--- config.mk ---
export PLATFORM = sky130hd
export DESIGN_NAME = pca_rot_stage
export DESIGN_NICKNAME = d
export VERILOG_FILES = /design/src/rtl/assert_macros.svh /design/src/rtl/pca_pkg.sv /design/src/rtl/pca_rot_stage.sv
export SDC_FILE = /design/constraint.sdc
export NUM_CORES = 1
export LEC_CHECK = 0
export BUFFER_PORTS_ARGS = -buffer_cell sky130_fd_sc_hd__buf_4
export CORE_MARGIN = 5
export CORE_UTILIZATION = 40
export CTS_CLUSTER_SIZE = 28
export DETAILED_ROUTE_END_ITERATION = 16
export GPL_TIMING_DRIVEN = 0
export PLACE_DENSITY = 0.63
export RECOVER_POWER = 50
export SKIP_LAST_GASP = 1
export SLEW_MARGIN = 20
export SYNTH_ARGS = -nofsm -noshare
export SYNTH_HDL_FRONTEND = slang
export SYNTH_SLANG_ARGS = --single-unit
--- constraint.sdc ---
create_clock -name i_clk -period 7.5 [get_ports i_clk]
set_input_delay 0.75 -clock i_clk [delete_from_list [all_inputs] [get_ports i_clk]]
set_output_delay 0.75 -clock i_clk [all_outputs]
set_load 0.01 [all_outputs]
--- src/rtl/assert_macros.svh ---
// Assertion helpers for the files that carry checks (here polar_complex_add).
`ifndef ASSERT_MACROS_SVH
`define ASSERT_MACROS_SVH
`ifndef ASSERT_OFF
// Same-cycle implication, disabled while reset is held.
`define ASSERT_IMP(label, clk, rst_n, ante, cons) \
    label: assert property (@(posedge clk) disable iff (!rst_n) (ante) |-> (cons)) \
        else $error("%m: implication check failed");
// Next-cycle implication, disabled while reset is held.
`define ASSERT_NXT(label, clk, rst_n, ante, cons) \
    label: assert property (@(posedge clk) disable iff (!rst_n) (ante) |=> (cons)) \
        else $error("%m: next-cycle check failed");
`else
`define ASSERT_IMP(label, clk, rst_n, ante, cons)
`define ASSERT_NXT(label, clk, rst_n, ante, cons)
`endif
`endif

--- src/rtl/pca_pkg.sv ---
package pca_pkg;

    localparam int DEF_MAG_BITS        = 16;
    localparam int DEF_PHASE_BITS      = 16;
    localparam int DEF_ROTATION_STAGES = 16;

    // Fraction bits kept below the magnitude LSB inside the CORDIC datapath.
    localparam int GUARD = 8;
    // Turn angles are 32-bit fractions of a full turn.
    localparam int TURN_BITS = 32;
    // Residual angle of the rotation pass, with headroom for the sign.
    localparam int Z_BITS = 34;

    // Inverse CORDIC gain, Q0.32.
    localparam logic [31:0] INV_GAIN     = 32'd2608131496;
    localparam logic [31:0] HALF_TURN    = 32'h8000_0000;
    localparam logic [31:0] QUARTER_TURN = 32'h4000_0000;

    // atan(2^-i) in units of 2^-32 turn, rounded to nearest.
    function automatic logic [31:0] atan_turn(input logic [4:0] idx);
        logic [31:0] t;
        case (idx)
            5'd0:    t = 32'h2000_0000;
            5'd1:    t = 32'h12E4_051E;
            5'd2:    t = 32'h09FB_385B;
            5'd3:    t = 32'h0511_11D4;
            5'd4:    t = 32'h028B_0D43;
            5'd5:    t = 32'h0145_D7E1;
            5'd6:    t = 32'h00A2_F61E;
            5'd7:    t = 32'h0051_7C55;
            5'd8:    t = 32'h0028_BE53;
            5'd9:    t = 32'h0014_5F2F;
            5'd10:   t = 32'h000A_2F98;
            5'd11:   t = 32'h0005_17CC;
            5'd12:   t = 32'h0002_8BE6;
            5'd13:   t = 32'h0001_45F3;
            5'd14:   t = 32'h0000_A2FA;
            5'd15:   t = 32'h0000_517D;
            5'd16:   t = 32'h0000_28BE;
            5'd17:   t = 32'h0000_145F;
            5'd18:   t = 32'h0000_0A30;
            5'd19:   t = 32'h0000_0518;
            5'd20:   t = 32'h0000_028C;
            5'd21:   t = 32'h0000_0146;
            5'd22:   t = 32'h0000_00A3;
            5'd23:   t = 32'h0000_0051;
            5'd24:   t = 32'h0000_0029;
            5'd25:   t = 32'h0000_0014;
            5'd26:   t = 32'h0000_000A;
            5'd27:   t = 32'h0000_0005;
            5'd28:   t = 32'h0000_0003;
            5'd29:   t = 32'h0000_0001;
            5'd30:   t = 32'h0000_0001;
            default: t = 32'h0000_0000;
        endcase
        return t;
    endfunction

endpackage

--- src/rtl/pca_rot_stage.sv ---
// One CORDIC rotation step: drives the residual angle toward zero.
module pca_rot_stage import pca_pkg::*; #(
    parameter int W     = DEF_MAG_BITS + 12,
    parameter int STAGE = 0
) (
    input  logic                       i_clk,
    input  logic                       i_rst_n,
    input  logic                       i_en,
    input  logic                       i_valid,
    input  logic signed [W-1:0]        i_x,
    input  logic signed [W-1:0]        i_y,
    input  logic signed [Z_BITS-1:0]   i_z,
    output logic                       o_valid,
    output logic signed [W-1:0]        o_x,
    output logic signed [W-1:0]        o_y,
    output logic signed [Z_BITS-1:0]   o_z
);

    localparam logic signed [Z_BITS-1:0] ANGLE =
        signed'(Z_BITS'(atan_turn(5'(STAGE))));

    logic                     r_valid;
    logic signed [W-1:0]      r_x, r_y, n_x, n_y;
    logic signed [Z_BITS-1:0] r_z, n_z;
    logic signed [W-1:0]      w_dx, w_dy;

    assign w_dx = i_y >>> STAGE;
    assign w_dy = i_x >>> STAGE;

    always_comb begin
        if (!i_z[Z_BITS-1]) begin
            n_x = i_x - w_dx;
            n_y = i_y + w_dy;
            n_z = i_z - ANGLE;
        end else begin
            n_x = i_x + w_dx;
            n_y = i_y - w_dy;
            n_z = i_z + ANGLE;
        end
    end

    always_ff @(posedge i_clk) begin
        if (!i_rst_n) begin
            r_valid <= 1'b0;
        end else if (i_en) begin
            r_valid <= i_valid;
        end
    end

    always_ff @(posedge i_clk) begin
        if (i_en) begin
            r_x <= n_x;
            r_y <= n_y;
            r_z <= n_z;
        end
    end

    assign o_valid = r_valid;
    assign o_x     = r_x;
    assign o_y     = r_y;
    assign o_z     = r_z;

endmodule

==> summary by stage <==
Timing
The count of endpoints failing setup in the final report is 0. The final period demand of the worst path is 4.48 ns. Across the routed clock network, the largest skew measured is 0 ns. For the pin with the worst max-slew slack, the measured transition is between 4 and 5 ns.

The final count of hold timing violations was 0. The sum of negative setup slack is 0 ns. The post-layout worst setup margin is just over 3 ns. The total count of max-transition violations in the final report is 91.

Derived from the worst setup path, the maximum achievable clock frequency is 223 MHz. Setup repair after global routing left no endpoint under its margin. Measured against its own limit, the worst slew margin works out to -2.26. In the finished design, the share of the clock period the worst path needs comes to 0.597.

Synthesis
The number of nets handed over by synthesis was 976. The warning count from the yosys run is 0. The gate count after technology mapping is 786.

The async set-or-reset flop fraction in the synthesized netlist is 0. Yosys mapped a number of flops with a built-in enable equal to 89. By count the netlist is led by 92 x ha_1, 89 x edfxtp_1, 87 x a21oi_1.

Counting flops and latches in the post-synthesis netlist gives 90. The total standard cell area after synthesis is approximately 7400 µm². Sorting the synthesized cells by area gives the leading types as edfxtp_1 36%, ha_1 16%, a21oi_1 5.9%. The area share of the largest cell type after synthesis is 0.361. The part of the Yosys area used for sequential elements is 0.363.

Yosys instantiated no cell more often than ha_1. Synthesis instantiated 70 different standard cells from the library. The largest area contributor in the synthesized netlist is edfxtp_1. Among all flip-flop cells after synthesis, the most frequent one is edfxtp_1. The average size of a mapped cell is around 9.4 µm².

Layout
The number of diodes is 0. The filler cells instantiated in the layout total roughly 1700. The post-route standard cell area excluding fillers is 9360 µm².

Summing all flip-flop and latch instances after layout gives roughly 2700 µm². The area of the multi-input gates is ~4200 µm². The post-route core utilization is 0.518. The share of final-layout standard cells stronger than drive strength 1 is 0.213.

The layout net count is between 1000 and 1500. The area growth from synthesis to layout is 26.3%.

Drt
The vias after detailed routing is 6652. Using the TritonRoute via totals, the vias-per-cell ratio works out to between 5 and 6. In this run the remaining antenna-violating nets after routing total 0. The number of search-and-repair iterations in the first detailed-routing pass is 5. In the final routed layout, each cell accounts on average for 19.1 µm.

In this run, the number of DRC markers left after iteration 0 of detailed routing was 674. For this block, the routed nets add up to ~23 mm of wire. After detailed routing, the number of remaining DRC violations is 0.

Clock network
The number of buffers inserted to repair setup after CTS is 0. The clock buffer count from CTS is 9. The number of gates resized after CTS is 0.

After clock tree synthesis, the clock-pin slew on the worst setup and hold paths is 0.06 ns. For this design, the CTS-stage hold fixing added 0 buffers. The clock reaches the later pin of the worst-skew pair after about 0.35 ns. TritonCTS built the clock tree.

The clock net in this run drives a total of 90 sinks. CTS built an H-tree with a depth of 3. The maximum number of buffers from clock root to sink is 2. The library cell used as clock root buffer is clkbuf_16.

Critical path
The slowest stage of the critical path belongs to the cell clkbuf_1. The largest single stage delay on the critical path is roughly 3.4 ns. Data on the critical path is required at its endpoint by 7.73 ns. The type of the worst setup path is in -> reg. Along the worst path, the maximum fanout reaches 90. The signal on the critical path passes through clkbuf_1 -> mux2i_1 -> nor2b_1. The category of the worst setup path capture point is a flip-flop. STA classifies the critical path startpoint as a primary input. Data on the critical path arrives at its endpoint at between 4 and 5 ns.

Power
The total power draw is between 0.0015 and 0.002 W. The switching power as a share of total power is 0.319. The cell internal power dissipation is approximately 0.0012 W. The sequential share of power is 0.369. The net load switching power is between 0.0005 and 0.0006 W. The share of power burned in the clock network is 0.294. Of the total power, combinational logic draws 0.337. The worst-case IR drop observed on VDD is around 0.08 mV. The total power divided by cell area is 193 nW/µm².

The total leakage power is around 4.2 nW.

Floorplanning
The die outline width is approximately 150 µm. The floorplan has 49 rows. approximately 190 I/O pins were placed.

The placeable core region is 18100 µm². Measured along the y axis, the die boundary spans roughly 150 µm. The effective utilization at floorplan is 0.410. The die area is 21400 µm².

Placement
The detailed-placement wirelength estimate is approximately 18 mm. In this run the cell area measured after placement is about 9100 µm². The worst slack after detailed placement is 3.33 ns. The number of I/O port buffers is 184. At the end of routability-driven placement, the weighted congestion stood at between 0.9 and 1.

Run status
The flow ran to the end, but the final reports show violations. The checks that failed: max-capacitance violations, max-slew violations.

Global routing
The total overflow left after global routing is 0. The via count of the first global-routing pass is 6323. The number of antenna violations at the first check in global routing is 0.

Entering global routing, the biggest net connects 91 pins. The total global routing track utilization is 0.209. The wire length of the first global-routing pass is between 30 and 40 mm.

Flow run
The reported max-cap violation count is 1.

Hold path
The worst min-delay path category is reg -> reg.
-- worst paths after layout --
path | startpoint | endpoint | slack, ns | cells after the start
setup reg to reg | o_valid | o_valid | 6.81 | 2
hold / removal | o_valid | o_valid | 0.52 | 2
hold reg to reg | o_valid | o_valid | 0.52 | 2
setup / recovery | i_en | o_valid | 3.02 | 3
-- area by class of cell --
cell class | instances | share of cell area
inverters | 88 | 0.0354
repair buffers | 184 | 0.140
multi-input cells | 575 | 0.452
well taps | 229 | 0.0306
clock buffers | 9 | 0.0241
plain buffers | 33 | 0.0163
flip-flops and latches | 90 | 0.288
clock inverters | 7 | 0.0132
-- sequential cells by signal, indices dropped and copies added (netlist names) --
name     count
o_z         34
o_y         28
o_x         27
o_valid      1
-- per-layer routing --
layer,GRT usage,up-vias,part of all wire
li1,-,3201,-
met1,0.302,3101,0.46
met2,0.330,321,0.45
met3,0.0394,29,0.078
met4,0.0405,0,0.013
met5,0,-,0
-- through the flow --
stage                     hold WS (ns)  instances
after floorplan                  0.538        786
after global routing             0.569       1215
final                            0.523       1215
after CTS                        0.536       1215
after detailed placement         0.520       1199
after global placement           0.499       1199
-- power by group through the flow --
stage	clock network [W]	registers, W	logic [W]
floorplan	0	0.000712	0.000304
global placement	0	0.000676	0.000612
detailed placement	0	0.000679	0.000614
CTS	0.000545	0.000668	0.000617
global route	0.000569	0.000676	0.000662
finish	0.000533	0.000669	0.000609
-- cell families after synthesis --
group	Yosys count	synth area share
multiplexers	14	0.0191
XOR/XNOR	55	0.0650
flip-flops	90	0.363
AO/OA/AOI/OAI	250	0.218
buffers and inverters	121	0.0653
adder cells (fa/ha/maj)	96	0.166
AND/OR/NAND/NOR	160	0.104
-- cell usage in the layout, fill, tap and decap left out, drive strengths merged, types with 14 or more instances in the layout --
cell / count
inv: 86
nand2: 31
a21oi: 87
clkbuf: 69
xnor2: 49
ha: 92
o21ai: 57
edfxtp: 89
nor2: 63
buf: 157
nor3: 14
a21o: 15
-- critical path: cells and delay by family --
family / cells / cell delay, ns
muxes: 1 / 0.41
buffers and inverters: 1 / 3.36
and+or+nand+nor: 1 / 0.08
Note: power is estimated with default switching activity, not from simulation.
