<file path="src/rtl/assert_macros.svh">
// Assertion helpers for the files that carry checks (here polar_complex_add).
`ifndef ASSERT_MACROS_SVH
`define ASSERT_MACROS_SVH
`ifndef ASSERT_OFF
// Same-cycle implication, disabled while reset is held.
`define ASSERT_IMP(label, clk, rst_n, ante, cons) \
    label: assert property (@(posedge clk) disable iff (!rst_n) (ante) |-> (cons)) \
        else $error("%m: implication check failed");
// Next-cycle implication, disabled while reset is held.
`define ASSERT_NXT(label, clk, rst_n, ante, cons) \
    label: assert property (@(posedge clk) disable iff (!rst_n) (ante) |=> (cons)) \
        else $error("%m: next-cycle check failed");
`else
`define ASSERT_IMP(label, clk, rst_n, ante, cons)
`define ASSERT_NXT(label, clk, rst_n, ante, cons)
`endif
`endif

</file>
<file path="src/rtl/pca_pkg.sv">
package pca_pkg;

    localparam int DEF_MAG_BITS        = 16;
    localparam int DEF_PHASE_BITS      = 16;
    localparam int DEF_ROTATION_STAGES = 16;

    // Fraction bits kept below the magnitude LSB inside the CORDIC datapath.
    localparam int GUARD = 8;
    // Turn angles are 32-bit fractions of a full turn.
    localparam int TURN_BITS = 32;
    // Residual angle of the rotation pass, with headroom for the sign.
    localparam int Z_BITS = 34;

    // Inverse CORDIC gain, Q0.32.
    localparam logic [31:0] INV_GAIN     = 32'd2608131496;
    localparam logic [31:0] HALF_TURN    = 32'h8000_0000;
    localparam logic [31:0] QUARTER_TURN = 32'h4000_0000;

    // atan(2^-i) in units of 2^-32 turn, rounded to nearest.
    function automatic logic [31:0] atan_turn(input logic [4:0] idx);
        logic [31:0] t;
        case (idx)
            5'd0:    t = 32'h2000_0000;
            5'd1:    t = 32'h12E4_051E;
            5'd2:    t = 32'h09FB_385B;
            5'd3:    t = 32'h0511_11D4;
            5'd4:    t = 32'h028B_0D43;
            5'd5:    t = 32'h0145_D7E1;
            5'd6:    t = 32'h00A2_F61E;
            5'd7:    t = 32'h0051_7C55;
            5'd8:    t = 32'h0028_BE53;
            5'd9:    t = 32'h0014_5F2F;
            5'd10:   t = 32'h000A_2F98;
            5'd11:   t = 32'h0005_17CC;
            5'd12:   t = 32'h0002_8BE6;
            5'd13:   t = 32'h0001_45F3;
            5'd14:   t = 32'h0000_A2FA;
            5'd15:   t = 32'h0000_517D;
            5'd16:   t = 32'h0000_28BE;
            5'd17:   t = 32'h0000_145F;
            5'd18:   t = 32'h0000_0A30;
            5'd19:   t = 32'h0000_0518;
            5'd20:   t = 32'h0000_028C;
            5'd21:   t = 32'h0000_0146;
            5'd22:   t = 32'h0000_00A3;
            5'd23:   t = 32'h0000_0051;
            5'd24:   t = 32'h0000_0029;
            5'd25:   t = 32'h0000_0014;
            5'd26:   t = 32'h0000_000A;
            5'd27:   t = 32'h0000_0005;
            5'd28:   t = 32'h0000_0003;
            5'd29:   t = 32'h0000_0001;
            5'd30:   t = 32'h0000_0001;
            default: t = 32'h0000_0000;
        endcase
        return t;
    endfunction

endpackage

</file>
<file path="src/rtl/pca_vec_stage.sv">
// One CORDIC vectoring step: drives y toward zero and accumulates the angle.
module pca_vec_stage import pca_pkg::*; #(
    parameter int W     = DEF_MAG_BITS + 12,
    parameter int STAGE = 0
) (
    input  logic                       i_clk,
    input  logic                       i_rst_n,
    input  logic                       i_en,
    input  logic                       i_valid,
    input  logic signed [W-1:0]        i_x,
    input  logic signed [W-1:0]        i_y,
    input  logic [TURN_BITS-1:0]       i_a,
    output logic                       o_valid,
    output logic signed [W-1:0]        o_x,
    output logic signed [W-1:0]        o_y,
    output logic [TURN_BITS-1:0]       o_a
);

    localparam logic [TURN_BITS-1:0] ANGLE = atan_turn(5'(STAGE));

    logic                     r_valid;
    logic signed [W-1:0]      r_x, r_y, n_x, n_y;
    logic [TURN_BITS-1:0]     r_a, n_a;
    logic signed [W-1:0]      w_dx, w_dy;

    assign w_dx = i_y >>> STAGE;
    assign w_dy = i_x >>> STAGE;

    always_comb begin
        if (!i_y[W-1]) begin
            n_x = i_x + w_dx;
            n_y = i_y - w_dy;
            n_a = i_a + ANGLE;
        end else begin
            n_x = i_x - w_dx;
            n_y = i_y + w_dy;
            n_a = i_a - ANGLE;
        end
    end

    always_ff @(posedge i_clk) begin
        if (!i_rst_n) begin
            r_valid <= 1'b0;
        end else if (i_en) begin
            r_valid <= i_valid;
        end
    end

    always_ff @(posedge i_clk) begin
        if (i_en) begin
            r_x <= n_x;
            r_y <= n_y;
            r_a <= n_a;
        end
    end

    assign o_valid = r_valid;
    assign o_x     = r_x;
    assign o_y     = r_y;
    assign o_a     = r_a;

endmodule

</file>
<file path="config.mk">
export PLATFORM = sky130hd
export DESIGN_NAME = pca_vec_stage
export DESIGN_NICKNAME = d
export VERILOG_FILES = /design/src/rtl/assert_macros.svh /design/src/rtl/pca_pkg.sv /design/src/rtl/pca_vec_stage.sv
export SDC_FILE = /design/constraint.sdc
export NUM_CORES = 1
export LEC_CHECK = 0
export ABC_AREA = 1
export BUFFER_PORTS_ARGS = -buffer_cell sky130_fd_sc_hd__buf_2
export CELL_PAD_IN_SITES_DETAIL_PLACEMENT = 0
export CELL_PAD_IN_SITES_GLOBAL_PLACEMENT = 1
export CORE_ASPECT_RATIO = 0.6
export CORE_MARGIN = 4
export CORE_UTILIZATION = 40
export CTS_CLUSTER_SIZE = 40
export DETAILED_ROUTE_END_ITERATION = 8
export HOLD_SLACK_MARGIN = 0.15
export PLACE_DENSITY = 0.88
export SLEW_MARGIN = 20
export SYNTH_ARGS = -nofsm -noshare
export SYNTH_HDL_FRONTEND = slang
export SYNTH_SLANG_ARGS = --single-unit
</file>
<file path="constraint.sdc">
create_clock -name i_clk -period 2.22 [get_ports i_clk]
set_input_delay 0.444 -clock i_clk [delete_from_list [all_inputs] [get_ports i_clk]]
set_output_delay 0.444 -clock i_clk [all_outputs]
set_load 0.005 [all_outputs]
</file>
==> results.sh <==
export IMPL_status="complete, no violations"
export IMPL_skew_ps=0
export IMPL_path_cells="buf_2, inv_1, ha_2, inv_1, a21oi_1, nand2_1, nand2_1, nand3_1, nand2_1, nand3_1, nand2_1, nand2_1, nand2_1, nand2_1"
export IMPL_dp_cells=1962
export IMPL_ys_ff_latch=88
export IMPL_slowest_stage="ha_2"
export IMPL_layout_drive_gt1_share_pct=25.3
export IMPL_rsz0062_at_grt="no"
export IMPL_cts_tree="done"
export IMPL_place_hpwl_um=26700
export IMPL_crit_path_end="o_x[27]$_DFFE_PP_"
export IMPL_firstDrtPassIters=5
export IMPL_r2r_cells=2
export IMPL_cts_made_buffers=9
export IMPL_regArea_um2=2630
export IMPL_gp_congestion=0.952
export IMPL_critPathBufInv=3
export IMPL_insertedDiodeCount=0
export IMPL_cp_slowest_stage_delay_ps=410
export IMPL_totalWireLength_um=32000
export IMPL_synthesis_area_um2=8910
export IMPL_htreeDepth=3
export IMPL_multiInputGateArea_um2=5180
export IMPL_holdBufCountCts=0
export IMPL_synth_distinct_cells=44
export IMPL_ys_seq_area_share_pct=29.5
export IMPL_die_y_um=124
export IMPL_worstMarginPinSlew_ps=517
export IMPL_synthArstFlopShare_pct=0
export IMPL_area_growth_pct=32.2
export IMPL_critPathKind="in2reg"
export IMPL_max_cap_violations=0
export IMPL_cts_buffer_depth=2
export IMPL_io_pins=181
export IMPL_n_fill_cell=2148
export IMPL_num_rows=41
export IMPL_syn_inst=1346
export IMPL_layout_cells_non_filler=1979
export IMPL_max_freq_ghz=0.477
export IMPL_timing_final_crit_share_pct=94.5
export IMPL_start_util_pct=41.6
export IMPL_cp_depth=14
export IMPL_synth_edff_count=87
export IMPL_first_global_vias=9147
export IMPL_antenna_found_initial=0
export IMPL_relSlewSlack_pct=65.5
export IMPL_cts_root_buffer="clkbuf_16"
export IMPL_viasPerCell=4.96
export IMPL_clkSinkCount=88
export IMPL_grt_usage_pct=25.3
export IMPL_critPathLaunchType="input port"
export IMPL_worst_path_dominant_cell_family="simple AND/OR/NAND/NOR gates"
export IMPL_final_nets=1872
export IMPL_irDropWorstVdd_uv=346
export IMPL_grt_overflow=0
export IMPL_antenna_left=0
export IMPL_yosys_warnings=0
export IMPL_crit_fanout=8
export IMPL_hold_viol_final=0
export IMPL_yosys_most_used_dff="edfxtp_1"
export IMPL_path_clk_slew_ps=80
export IMPL_p_per_area_nw_per_um2=534
export IMPL_arrival_ps=2210
export IMPL_grt_max_degree=90
export IMPL_min_path_type="in2reg"
export IMPL_io_buffers=180
export IMPL_finalPower_mw=6.29
export IMPL_grt_first_pass_wirelength_um=48900
export IMPL_r2r_setup_slack_ps=1580
export IMPL_die_area_um2=24800
export IMPL_setup_viol=0
export IMPL_final_max_slew_viol_count=0
export IMPL_r2r_start="o_valid$_SDFFE_PN0P_"
export IMPL_die_w_um=201
export IMPL_num_vias=9820
export IMPL_drt_iter0_drc=845
export IMPL_crit_path_frequent_cell="nand2_1"
export IMPL_rr_endpoint="o_valid$_SDFFE_PN0P_"
export IMPL_core_area_um2=21400
export IMPL_syn_area_per_cell_um2=6.62
export IMPL_power_leakage_nw=6.49
export IMPL_final_core_util_pct=54.9
export IMPL_worstPathRequired_ps=2330
export IMPL_clk_latency_ps=370
export IMPL_end_kind="register"
export IMPL_layout_min_cycle_time_ps=2100
export IMPL_wl_per_cell_um=16.2
export IMPL_synth_nets=1523
export IMPL_crit_start="i_x[6]"
export IMPL_drc=0
Yosys cell counts, drive strengths merged (2+ instances only):
| library cell | number | area (um^2) |
|---|---|---|
| a21oi | 89 | 457 |
| a31oi | 3 | 18.8 |
| buf | 31 | 224 |
| clkbuf | 6 | 23.8 |
| edfxtp | 87 | 2610 |
| fa | 4 | 80.1 |
| ha | 81 | 1010 |
| inv | 246 | 923 |
| mux2i | 2 | 20.0 |
| nand2 | 443 | 1670 |
| nand3 | 120 | 606 |
| nand4 | 27 | 169 |
| nor2 | 95 | 369 |
| nor3 | 3 | 15.0 |
| nor4 | 2 | 18.8 |
| o211ai | 2 | 15.0 |
| o21a | 2 | 15.0 |
| o21ai | 55 | 279 |
| o21bai | 14 | 105 |
| o22ai | 3 | 18.8 |
| or2 | 3 | 18.8 |
| xor2 | 19 | 166 |
metal layers:
layer  vias to the layer above  wire [um]  GRT usage (%)
li1                       4973          -              -
met1                      4458      16400           38.8
met2                       376      12500           36.1
met3                        13       2950           6.90
met4                         0        205           3.74
met5                         -          0              0
cells in the final DEF, fill, tap and decap left out, drive strengths merged, types with 4 or more instances in the layout:
| cell type | instances |
|---|---|
| clkbuf | 9 |
| o21bai | 14 |
| edfxtp | 87 |
| a21oi | 89 |
| buf | 375 |
| nand4 | 27 |
| xor2 | 19 |
| nand3 | 120 |
| o21ai | 55 |
| nand2 | 443 |
| fa | 4 |
| nor2 | 95 |
| inv | 250 |
| ha | 81 |
stage by stage:
stage,TNS [ps],cell area (um^2),worst slack (ps),hold WS (ps)
2_1_floorplan,0,8910,144,525
3_3_place_gp,-8060,11400,-259,517
3_5_place_dp,-9800,11400,-312,527
4_1_cts,0,11700,72.3,235
5_1_grt,0,11800,0.739,231
6_report,0,11800,122,247
worst register-to-register path, delay by kind of cell (launching register included):
kind,cells,cell delay (ps)
flip-flops,1,310
AO/OA/AOI/OAI,2,200
registers in the layout, summed over array words and instances, names as in the netlist:
name,cells
o_a,32
o_y,28
o_x,27
o_valid,1
power by group:
part           switching, mW  internal (mW)
combinational           1.52           1.07
sequential            0.0564           2.08
clock                  0.773          0.795
how the worst min path moves through the flow:
stage | start | to | depth (start not counted) | slack [ps]
floorplan | o_valid$_SDFFE_PN0P_ | o_valid$_SDFFE_PN0P_ | 2 | 520
global placement | o_valid$_SDFFE_PN0P_ | o_valid$_SDFFE_PN0P_ | 2 | 520
detailed placement | o_valid$_SDFFE_PN0P_ | o_valid$_SDFFE_PN0P_ | 2 | 530
CTS | i_a[20] | o_a[20]$_DFFE_PP_ | 1 | 230
global route | i_a[20] | o_a[20]$_DFFE_PP_ | 1 | 230
finish | i_a[20] | o_a[20]$_DFFE_PP_ | 1 | 250
logic make-up (layout without fill, tap and decap cells):
| family | count (synthesis) | after routing | synth area share (%) |
|---|---|---|---|
| adders and majority gates | 85 | 85 | 12.3 |
| muxes | 2 | 2 | 0.225 |
| buffers and inverters | 284 | 638 | 13.2 |
| DFF | 88 | 88 | 29.5 |
| xor gates and xnor gates | 20 | 20 | 1.97 |
| and+or+nand+nor | 695 | 695 | 32.3 |
| AOI/OAI and AO/OA | 172 | 172 | 10.5 |
cell type report:
cell class / count / area share, %
Multi-Input combinational cell: 974 / 44.0
Inverter: 247 / 7.88
Clock inverter: 7 / 0.616
Sequential cell: 88 / 22.4
Timing Repair Buffer: 375 / 20.3
Clock buffer: 9 / 1.91
Tap cell: 279 / 2.96
repair_timing:
action                     4_1_cts  5_1_grt
buffers inserted                 0        1
resized for setup                0       24
setup endpoints to repair        0       36
(Power assumes the default switching activity.)
