### src/rtl/assert_macros.svh
// Assertion helpers for the files that carry checks (here polar_complex_add).
`ifndef ASSERT_MACROS_SVH
`define ASSERT_MACROS_SVH
`ifndef ASSERT_OFF
// Same-cycle implication, disabled while reset is held.
`define ASSERT_IMP(label, clk, rst_n, ante, cons) \
    label: assert property (@(posedge clk) disable iff (!rst_n) (ante) |-> (cons)) \
        else $error("%m: implication check failed");
// Next-cycle implication, disabled while reset is held.
`define ASSERT_NXT(label, clk, rst_n, ante, cons) \
    label: assert property (@(posedge clk) disable iff (!rst_n) (ante) |=> (cons)) \
        else $error("%m: next-cycle check failed");
`else
`define ASSERT_IMP(label, clk, rst_n, ante, cons)
`define ASSERT_NXT(label, clk, rst_n, ante, cons)
`endif
`endif

### src/rtl/pca_pkg.sv
package pca_pkg;

    localparam int DEF_MAG_BITS        = 16;
    localparam int DEF_PHASE_BITS      = 16;
    localparam int DEF_ROTATION_STAGES = 16;

    // Fraction bits kept below the magnitude LSB inside the CORDIC datapath.
    localparam int GUARD = 8;
    // Turn angles are 32-bit fractions of a full turn.
    localparam int TURN_BITS = 32;
    // Residual angle of the rotation pass, with headroom for the sign.
    localparam int Z_BITS = 34;

    // Inverse CORDIC gain, Q0.32.
    localparam logic [31:0] INV_GAIN     = 32'd2608131496;
    localparam logic [31:0] HALF_TURN    = 32'h8000_0000;
    localparam logic [31:0] QUARTER_TURN = 32'h4000_0000;

    // atan(2^-i) in units of 2^-32 turn, rounded to nearest.
    function automatic logic [31:0] atan_turn(input logic [4:0] idx);
        logic [31:0] t;
        case (idx)
            5'd0:    t = 32'h2000_0000;
            5'd1:    t = 32'h12E4_051E;
            5'd2:    t = 32'h09FB_385B;
            5'd3:    t = 32'h0511_11D4;
            5'd4:    t = 32'h028B_0D43;
            5'd5:    t = 32'h0145_D7E1;
            5'd6:    t = 32'h00A2_F61E;
            5'd7:    t = 32'h0051_7C55;
            5'd8:    t = 32'h0028_BE53;
            5'd9:    t = 32'h0014_5F2F;
            5'd10:   t = 32'h000A_2F98;
            5'd11:   t = 32'h0005_17CC;
            5'd12:   t = 32'h0002_8BE6;
            5'd13:   t = 32'h0001_45F3;
            5'd14:   t = 32'h0000_A2FA;
            5'd15:   t = 32'h0000_517D;
            5'd16:   t = 32'h0000_28BE;
            5'd17:   t = 32'h0000_145F;
            5'd18:   t = 32'h0000_0A30;
            5'd19:   t = 32'h0000_0518;
            5'd20:   t = 32'h0000_028C;
            5'd21:   t = 32'h0000_0146;
            5'd22:   t = 32'h0000_00A3;
            5'd23:   t = 32'h0000_0051;
            5'd24:   t = 32'h0000_0029;
            5'd25:   t = 32'h0000_0014;
            5'd26:   t = 32'h0000_000A;
            5'd27:   t = 32'h0000_0005;
            5'd28:   t = 32'h0000_0003;
            5'd29:   t = 32'h0000_0001;
            5'd30:   t = 32'h0000_0001;
            default: t = 32'h0000_0000;
        endcase
        return t;
    endfunction

endpackage

### src/rtl/pca_out_skid.sv
// Output register with one skid entry; the upstream ready is a flop.
module pca_out_skid import pca_pkg::*; #(
    parameter int MAG_BITS   = DEF_MAG_BITS,
    parameter int PHASE_BITS = DEF_PHASE_BITS
) (
    input  logic                         i_clk,
    input  logic                         i_rst_n,
    input  logic                         i_valid,
    output logic                         o_ready,
    input  logic [MAG_BITS:0]            i_mag,
    input  logic signed [PHASE_BITS-1:0] i_phase,
    output logic                         o_valid,
    input  logic                         i_ready,
    output logic [MAG_BITS:0]            o_mag,
    output logic signed [PHASE_BITS-1:0] o_phase
);

    logic                         r_out_valid, r_skid_valid;
    logic [MAG_BITS:0]            r_out_mag, r_skid_mag;
    logic signed [PHASE_BITS-1:0] r_out_phase, r_skid_phase;
    logic                         w_push, w_free;

    assign o_ready = !r_skid_valid;
    assign w_push  = i_valid && !r_skid_valid;
    assign w_free  = !r_out_valid || i_ready;

    always_ff @(posedge i_clk) begin
        if (!i_rst_n) begin
            r_out_valid  <= 1'b0;
            r_skid_valid <= 1'b0;
        end else if (w_free) begin
            r_out_valid  <= r_skid_valid || w_push;
            r_skid_valid <= 1'b0;
        end else if (w_push) begin
            r_skid_valid <= 1'b1;
        end
    end

    always_ff @(posedge i_clk) begin
        if (w_free) begin
            r_out_mag   <= r_skid_valid ? r_skid_mag : i_mag;
            r_out_phase <= r_skid_valid ? r_skid_phase : i_phase;
        end else if (w_push) begin
            r_skid_mag   <= i_mag;
            r_skid_phase <= i_phase;
        end
    end

    assign o_valid = r_out_valid;
    assign o_mag   = r_out_mag;
    assign o_phase = r_out_phase;

endmodule

### config.mk
export PLATFORM = sky130hd
export DESIGN_NAME = pca_out_skid
export DESIGN_NICKNAME = d
export VERILOG_FILES = /design/src/rtl/assert_macros.svh /design/src/rtl/pca_pkg.sv /design/src/rtl/pca_out_skid.sv
export SDC_FILE = /design/constraint.sdc
export NUM_CORES = 1
export LEC_CHECK = 0
export BUFFER_PORTS_ARGS = -buffer_cell sky130_fd_sc_hd__buf_4
export CAP_MARGIN = 15
export CORE_ASPECT_RATIO = 0.5
export CORE_UTILIZATION = 30
export CTS_CLUSTER_DIAMETER = 200
export DETAILED_ROUTE_END_ITERATION = 6
export PLACE_DENSITY = 0.63
export SLEW_MARGIN = 30
export SYNTH_ARGS = -nofsm -noshare
export SYNTH_HDL_FRONTEND = slang
export SYNTH_SLANG_ARGS = --single-unit
### constraint.sdc
create_clock -name i_clk -period 7.4 [get_ports i_clk]
set_input_delay 0 -clock i_clk [delete_from_list [all_inputs] [get_ports i_clk]]
set_output_delay 0 -clock i_clk [all_outputs]
set_load 0.01 [all_outputs]
==> flow_summary.yaml, run 1 <==
final_layout:
  area_growth_syn_to_layout_pct: 46.7
  layout.nets: 262
  antenna_cells: 0
  final_cells: 340
  n_fill_cell: 688
  layout-drive-gt1-share_pct: 53.5
run:
  max_cap_violations: 0
power:
  power_frac_seq_pct: 50.5
  p_int_w: 0.000720
  p_comb_share_pct: 9.6
  p_sw_w: 0.000177
  p_leak_nw: 1.50
  ir_drop_mv: 0.0894
  clockPowerShare_pct: 39.9
  p_per_area_nw_per_um2: 234
  p_sw_share_pct: 19.7
critical_path:
  cp_num_buf_inv: 1
  cp.required_ns: 7.39
  r2r_start: "o_valid"
  arrival_ns: 2.48
  cp-startpoint: "o_valid"
  cpPeakStageDelay_ns: 0.86
  cp_slowest_cell: "nor3b_2"
  crit-reg2reg-capture: "r_skid_mag[14]"
  startpoint_type: "flop"
  worstPathMaxFanout: 36
  cp.depth: 3
  rr_worst_depth: 3
  cp-end-kind: "flop"
  crit_end: "r_skid_mag[14]"
  crit_chain: "nand2b_2 -> nor3b_2 -> buf_4"
  path_delay_family: "simple AND/OR/NAND/NOR gates"
  r2r_slack_ns: 4.92
  path_class: "reg -> reg"
grt:
  grt.met2_usage_pct: 20.4
  grt_util_met3_pct: 5.19
  busiest_layer: "met2"
  antenna_found_initial: 0
  grt_use_met1_pct: 11.1
  grt_overflow: 0
  grt_max_degree: 37
  grt_pass1_wl_um: 7130
  grt_usage_pct: 11.0
  first_global_vias: 1392
sta:
  hold_viol: 0
  maxSlewHeadroom_pct: 38.3
  fmax_mhz: 403
  rsz0062_at_grt: "no"
  fin_crit_sh_pct: 33.6
  finalClockSkew_ns: 0.00377
  finalSetupTns_ns: 0
  worst_slew_pin_slew_ns: 0.926
  drv_slew: 0
  setup_viol: 0
  fin_crit_ns: 2.48
route:
  wl_per_cell_um: 14.2
  drt_wl_total_um: 4820
  viasPerCell: 4.04
  first_pass_iters: 3
  drc: 0
  first_iter_violations: 54
  vias: 1372
  detail-route-antenna-nets: 0
synth:
  synthAdderAreaFrac_pct: 0
  synth_top_family_by_area: "multiplexers"
  syn_area_um2: 2610
  synth_area_leaders: "edfxtp_1 76%, mux2_4 16%, mux2_2 2.6%, buf_12 2.3%, dfxtp_1 1.5%"
  ys_ff_latch: 68
  avgSynthCellArea_um2: 23.5
  yosysWarningCount: 0
  syn-num-nets: 148
  synth_top_area_share_pct: 75.9
  synth_top_area_cell: "edfxtp_1"
  synth.area.mux_share_pct: 18.1
  synthSimpleGateAreaFrac_pct: 1.25
  synth-compound-area-share_pct: 0.288
  synth_cell_types: 12
  synth_xor_area_share_pct: 0
  synthCells: 111
  yosysSeqAreaShare_pct: 77.5
placement:
  routabilityCongestion: 0.672
  detailed_place_hpwl_um: 2960
  io_buffers: 71
  dpl.cell_count: 291
floorplanning:
  die-width_um: 134
  die_h_um: 68.0
  io_pins: 72
  die_area_um2: 9100
  core_um2: 8200
  rows: 23
  initial_core_util_pct: 31.8
clock_tree:
  clk_pin_slew_worst_paths_ns: 0.05
  clock_latency_ns: 0.32
  tritoncts: "built"
  clockBufferDepth: 2
  cts_root_buffer: "clkbuf_16"
  post_cts_resized: 0
  numCtsBuffers: 9
  htreeDepth: 3
  numClockSinks: 68
  cts_setup_buffers: 0
  cts_hold_buf: 35
worst_hold_path:
  holdPathStages: 2
  holdCritPathClass: "in -> reg"
  worstHoldStart: "i_phase[11]"
run_status:
  status: "finished clean"
==> registers in the layout, summed over array words and instances (netlist names) <==
| register | flops |
|---|---|
| o_phase | 16 |
| o_mag | 17 |
| r_skid_phase | 16 |
| o_valid | 1 |
| r_skid_mag | 17 |
| r_skid_valid | 1 |
==> worst reg2reg max path, cell delays in order, from the launching register on <==
cell      delay, ns
dfxtp_1        0.34
nand2b_2       0.51
nor3b_2        0.87
buf_4          0.44
==> worst min path at each step <==
| stage | end | slack, ns |
|---|---|---|
| after global placement | r_skid_mag[1] | 0.19 |
| after global routing | r_skid_phase[15] | 0.41 |
| after floorplan | r_skid_mag[0] | 0.1 |
| after CTS | r_skid_mag[10] | 0.40 |
| after detailed placement | r_skid_phase[13] | 0.19 |
| final | r_skid_phase[11] | 0.41 |
==> synth_stat cells <==
master / n
buf_12: 3
dfxtp_1: 2
mux2_4: 27
edfxtp_1: 66
a21boi_0: 1
nor2_2: 1
nand2b_1: 1
nor3b_1: 1
inv_1: 1
nor3b_2: 1
buf_6: 1
mux2_2: 6
==> cells by family after synthesis <==
kind of cell           Yosys count
flip-flops                      68
multiplexers                    33
buffers and inverters            5
AND/OR/NAND/NOR                  4
AO/OA/AOI/OAI                    1
==> per-layer routing <==
metal	up-vias	share of wire [%]	routed length (µm)
met5	-	0	0
met4	0	1.4	67
met3	7	3.6	172
met2	22	56	2690
met1	679	39	1890
li1	664	-	-
==> final cells by class <==
| cell class | count | area (µm²) | share of cell area, % |
|---|---|---|---|
| clock buffer | 10 | 229 | 5.98 |
| clock inverter | 4 | 18.8 | 0.490 |
| inverter | 1 | 3.75 | 0.0980 |
| multi-input combinational | 38 | 520 | 13.6 |
| sequential | 68 | 2030 | 52.9 |
| tap | 112 | 140 | 3.66 |
| timing repair buffer | 107 | 891 | 23.3 |
==> power groups by stage <==
stage                     Combinational (W)  Clock, W  Sequential [W]
final                             0.0000860  0.000358        0.000453
after global routing              0.0000920  0.000381        0.000454
after floorplan                   0.0000239         0        0.000466
after CTS                         0.0000866  0.000366        0.000453
after global placement            0.0000704         0        0.000460
after detailed placement          0.0000714         0        0.000461
==> stage by stage <==
step / total power [W] / hold slack [ns] / cell area, µm² / setup slack (ns) / util (%)
floorplan: 0.000490 / 0.0989 / 2610 / 3.21 / -
global placement: 0.000531 / 0.190 / 3230 / 5.00 / 39.4
detailed placement: 0.000532 / 0.188 / 3230 / 4.89 / 39.4
CTS: 0.000905 / 0.398 / 3830 / 4.88 / 46.7
global route: 0.000927 / 0.408 / 3830 / 4.72 / 46.7
finish: 0.000897 / 0.408 / 3830 / 4.92 / 46.7
==> layout by cell type (no fill, tap or decap) <==
cell / instances
a21boi_0: 1
buf_4: 72
clkbuf_1: 1
clkbuf_16: 9
clkinv_1: 1
clkinv_2: 3
dfxtp_1: 1
dfxtp_4: 1
dlygate4sd3_1: 35
edfxtp_1: 66
inv_1: 1
mux2_2: 6
mux2_4: 27
nand2b_2: 1
nor2_2: 1
nor3b_2: 2
(Power assumes the default switching activity.)
==> run 2, diff against run 1 <==
==> constraint.sdc (replaced) <==
create_clock -name i_clk -period 2.5 [get_ports i_clk]
set_input_delay 0 -clock i_clk [delete_from_list [all_inputs] [get_ports i_clk]]
set_output_delay 0 -clock i_clk [all_outputs]
set_load 0.01 [all_outputs]
==> flow_summary.yaml, run 2 (synthesized netlist as in run 1, its figures left out) <==
power:
  p_per_area_nw_per_um2: 749
  p_sw_w: 0.000569
  clockPowerShare_pct: 45.8
  p_leak_nw: 1.54
  p_comb_share_pct: 8.9
  p_sw_share_pct: 19.3
  ir_drop_mv: 0.351
  power_frac_seq_pct: 45.3
  p_int_w: 0.00238
route:
  wl_per_cell_um: 14.6
  drt_wl_total_um: 5030
  vias: 1414
  first_pass_iters: 3
  first_iter_violations: 68
  viasPerCell: 4.10
  detail-route-antenna-nets: 0
  drc: 0
placement:
  routabilityCongestion: 0.665
  io_buffers: 71
  detailed_place_hpwl_um: 3150
  dpl.cell_count: 294
grt:
  grt_max_degree: 36
  grt_usage_pct: 11.7
  grt_util_met3_pct: 4.44
  grt_overflow: 0
  grt_use_met1_pct: 11.8
  first_global_vias: 1554
  grt.met2_usage_pct: 22.2
  antenna_found_initial: 0
  grt_pass1_wl_um: 7690
  busiest_layer: "met2"
floorplanning:
  die_h_um: 68.0
  rows: 23
  die_area_um2: 9100
  initial_core_util_pct: 31.8
  die-width_um: 134
  core_um2: 8200
  io_pins: 72
sta:
  fin_crit_sh_pct: 70.1
  setup_viol: 0
  maxSlewHeadroom_pct: 58.3
  finalSetupTns_ns: 0
  finalClockSkew_ns: 0.00403
  fmax_mhz: 571
  hold_viol: 0
  worst_slew_pin_slew_ns: 0.626
  fin_crit_ns: 1.75
  rsz0062_at_grt: "no"
  drv_slew: 0
critical_path:
  cp-end-kind: "flop"
  cp.required_ns: 2.58
  path_class: "reg -> reg"
  worstPathMaxFanout: 20
  startpoint_type: "flop"
  arrival_ns: 1.83
worst_hold_path:
  holdCritPathClass: "in -> reg"
final_layout:
  layout_commonest_cell: "buf_4"
  layout.nets: 265
  area_growth_syn_to_layout_pct: 50.7
  final_cells: 345
  final_cell_mix: "75 x buf_4, 66 x edfxtp_1, 35 x dlygate4sd3_1"
  layout-drive-gt1-share_pct: 55.4
  antenna_cells: 0
  finish.utilization_pct: 48.0
clock_tree:
  post_cts_resized: 0
  htreeDepth: 3
  cts_hold_buf: 35
  clk_pin_slew_worst_paths_ns: 0.06
  cts_root_buffer: "clkbuf_16"
  tritoncts: "built"
  numClockSinks: 68
  numCtsBuffers: 9
  clockBufferDepth: 2
  clock_latency_ns: 0.32
  cts_setup_buffers: 0
run:
  max_cap_violations: 0
run_status:
  status: "finished clean"
## run 2: area by class of cell
type / count / area (µm²)
Sequential cell: 68 / 2020
Fill cell: 683 / 4270
Clock inverter: 6 / 87.6
Multi-Input combinational cell: 38 / 527
Tap cell: 112 / 140
Clock buffer: 10 / 239
Inverter: 1 / 3.75
Timing Repair Buffer: 110 / 913
## run 2: metrics by stage
step	hold slack (ns)	total power (W)	area (µm²)	worst slack, ns
after floorplan	0.0989	0.00145	2620	0.272
after detailed placement	0.190	0.00158	3260	0.759
final	0.0446	0.00295	3930	0.748
after global routing	0.0393	0.00303	3930	0.694
after global placement	0.189	0.00157	3260	0.795
after CTS	0.0280	0.00297	3930	0.748
## run 2: worst max-delay path, stage by stage (launching register included)
cell     delay, ns
dfxtp_2       0.73
buf_4         0.43
mux2_4        0.34
## run 2: power by group through the flow
stage                     combinational, W  sequential (W)  clock, W
after CTS                         0.000265         0.00134   0.00137
after floorplan                  0.0000723         0.00138         0
after detailed placement          0.000220         0.00136         0
after global routing              0.000281         0.00134   0.00141
final                             0.000261         0.00134   0.00135
after global placement            0.000214         0.00136         0
## run 2: metal layers
layer | wire length [µm] | part of all wire (%)
met1 | 1920 | 38
met2 | 2850 | 57
met3 | 187 | 3.7
met4 | 64 | 1.3
met5 | 0 | 0
## run 2: worst paths after layout
path                                startpoint    endpoint  slack [ns]  cells past startpoint
worst min-delay path                   i_valid     o_valid        0.04                      3
worst max-delay path              r_skid_valid  o_phase[1]        0.75                      2
worst max register to register    r_skid_valid  o_phase[1]        0.75                      2
worst min register to register  r_skid_mag[12]   o_mag[12]        0.55                      1
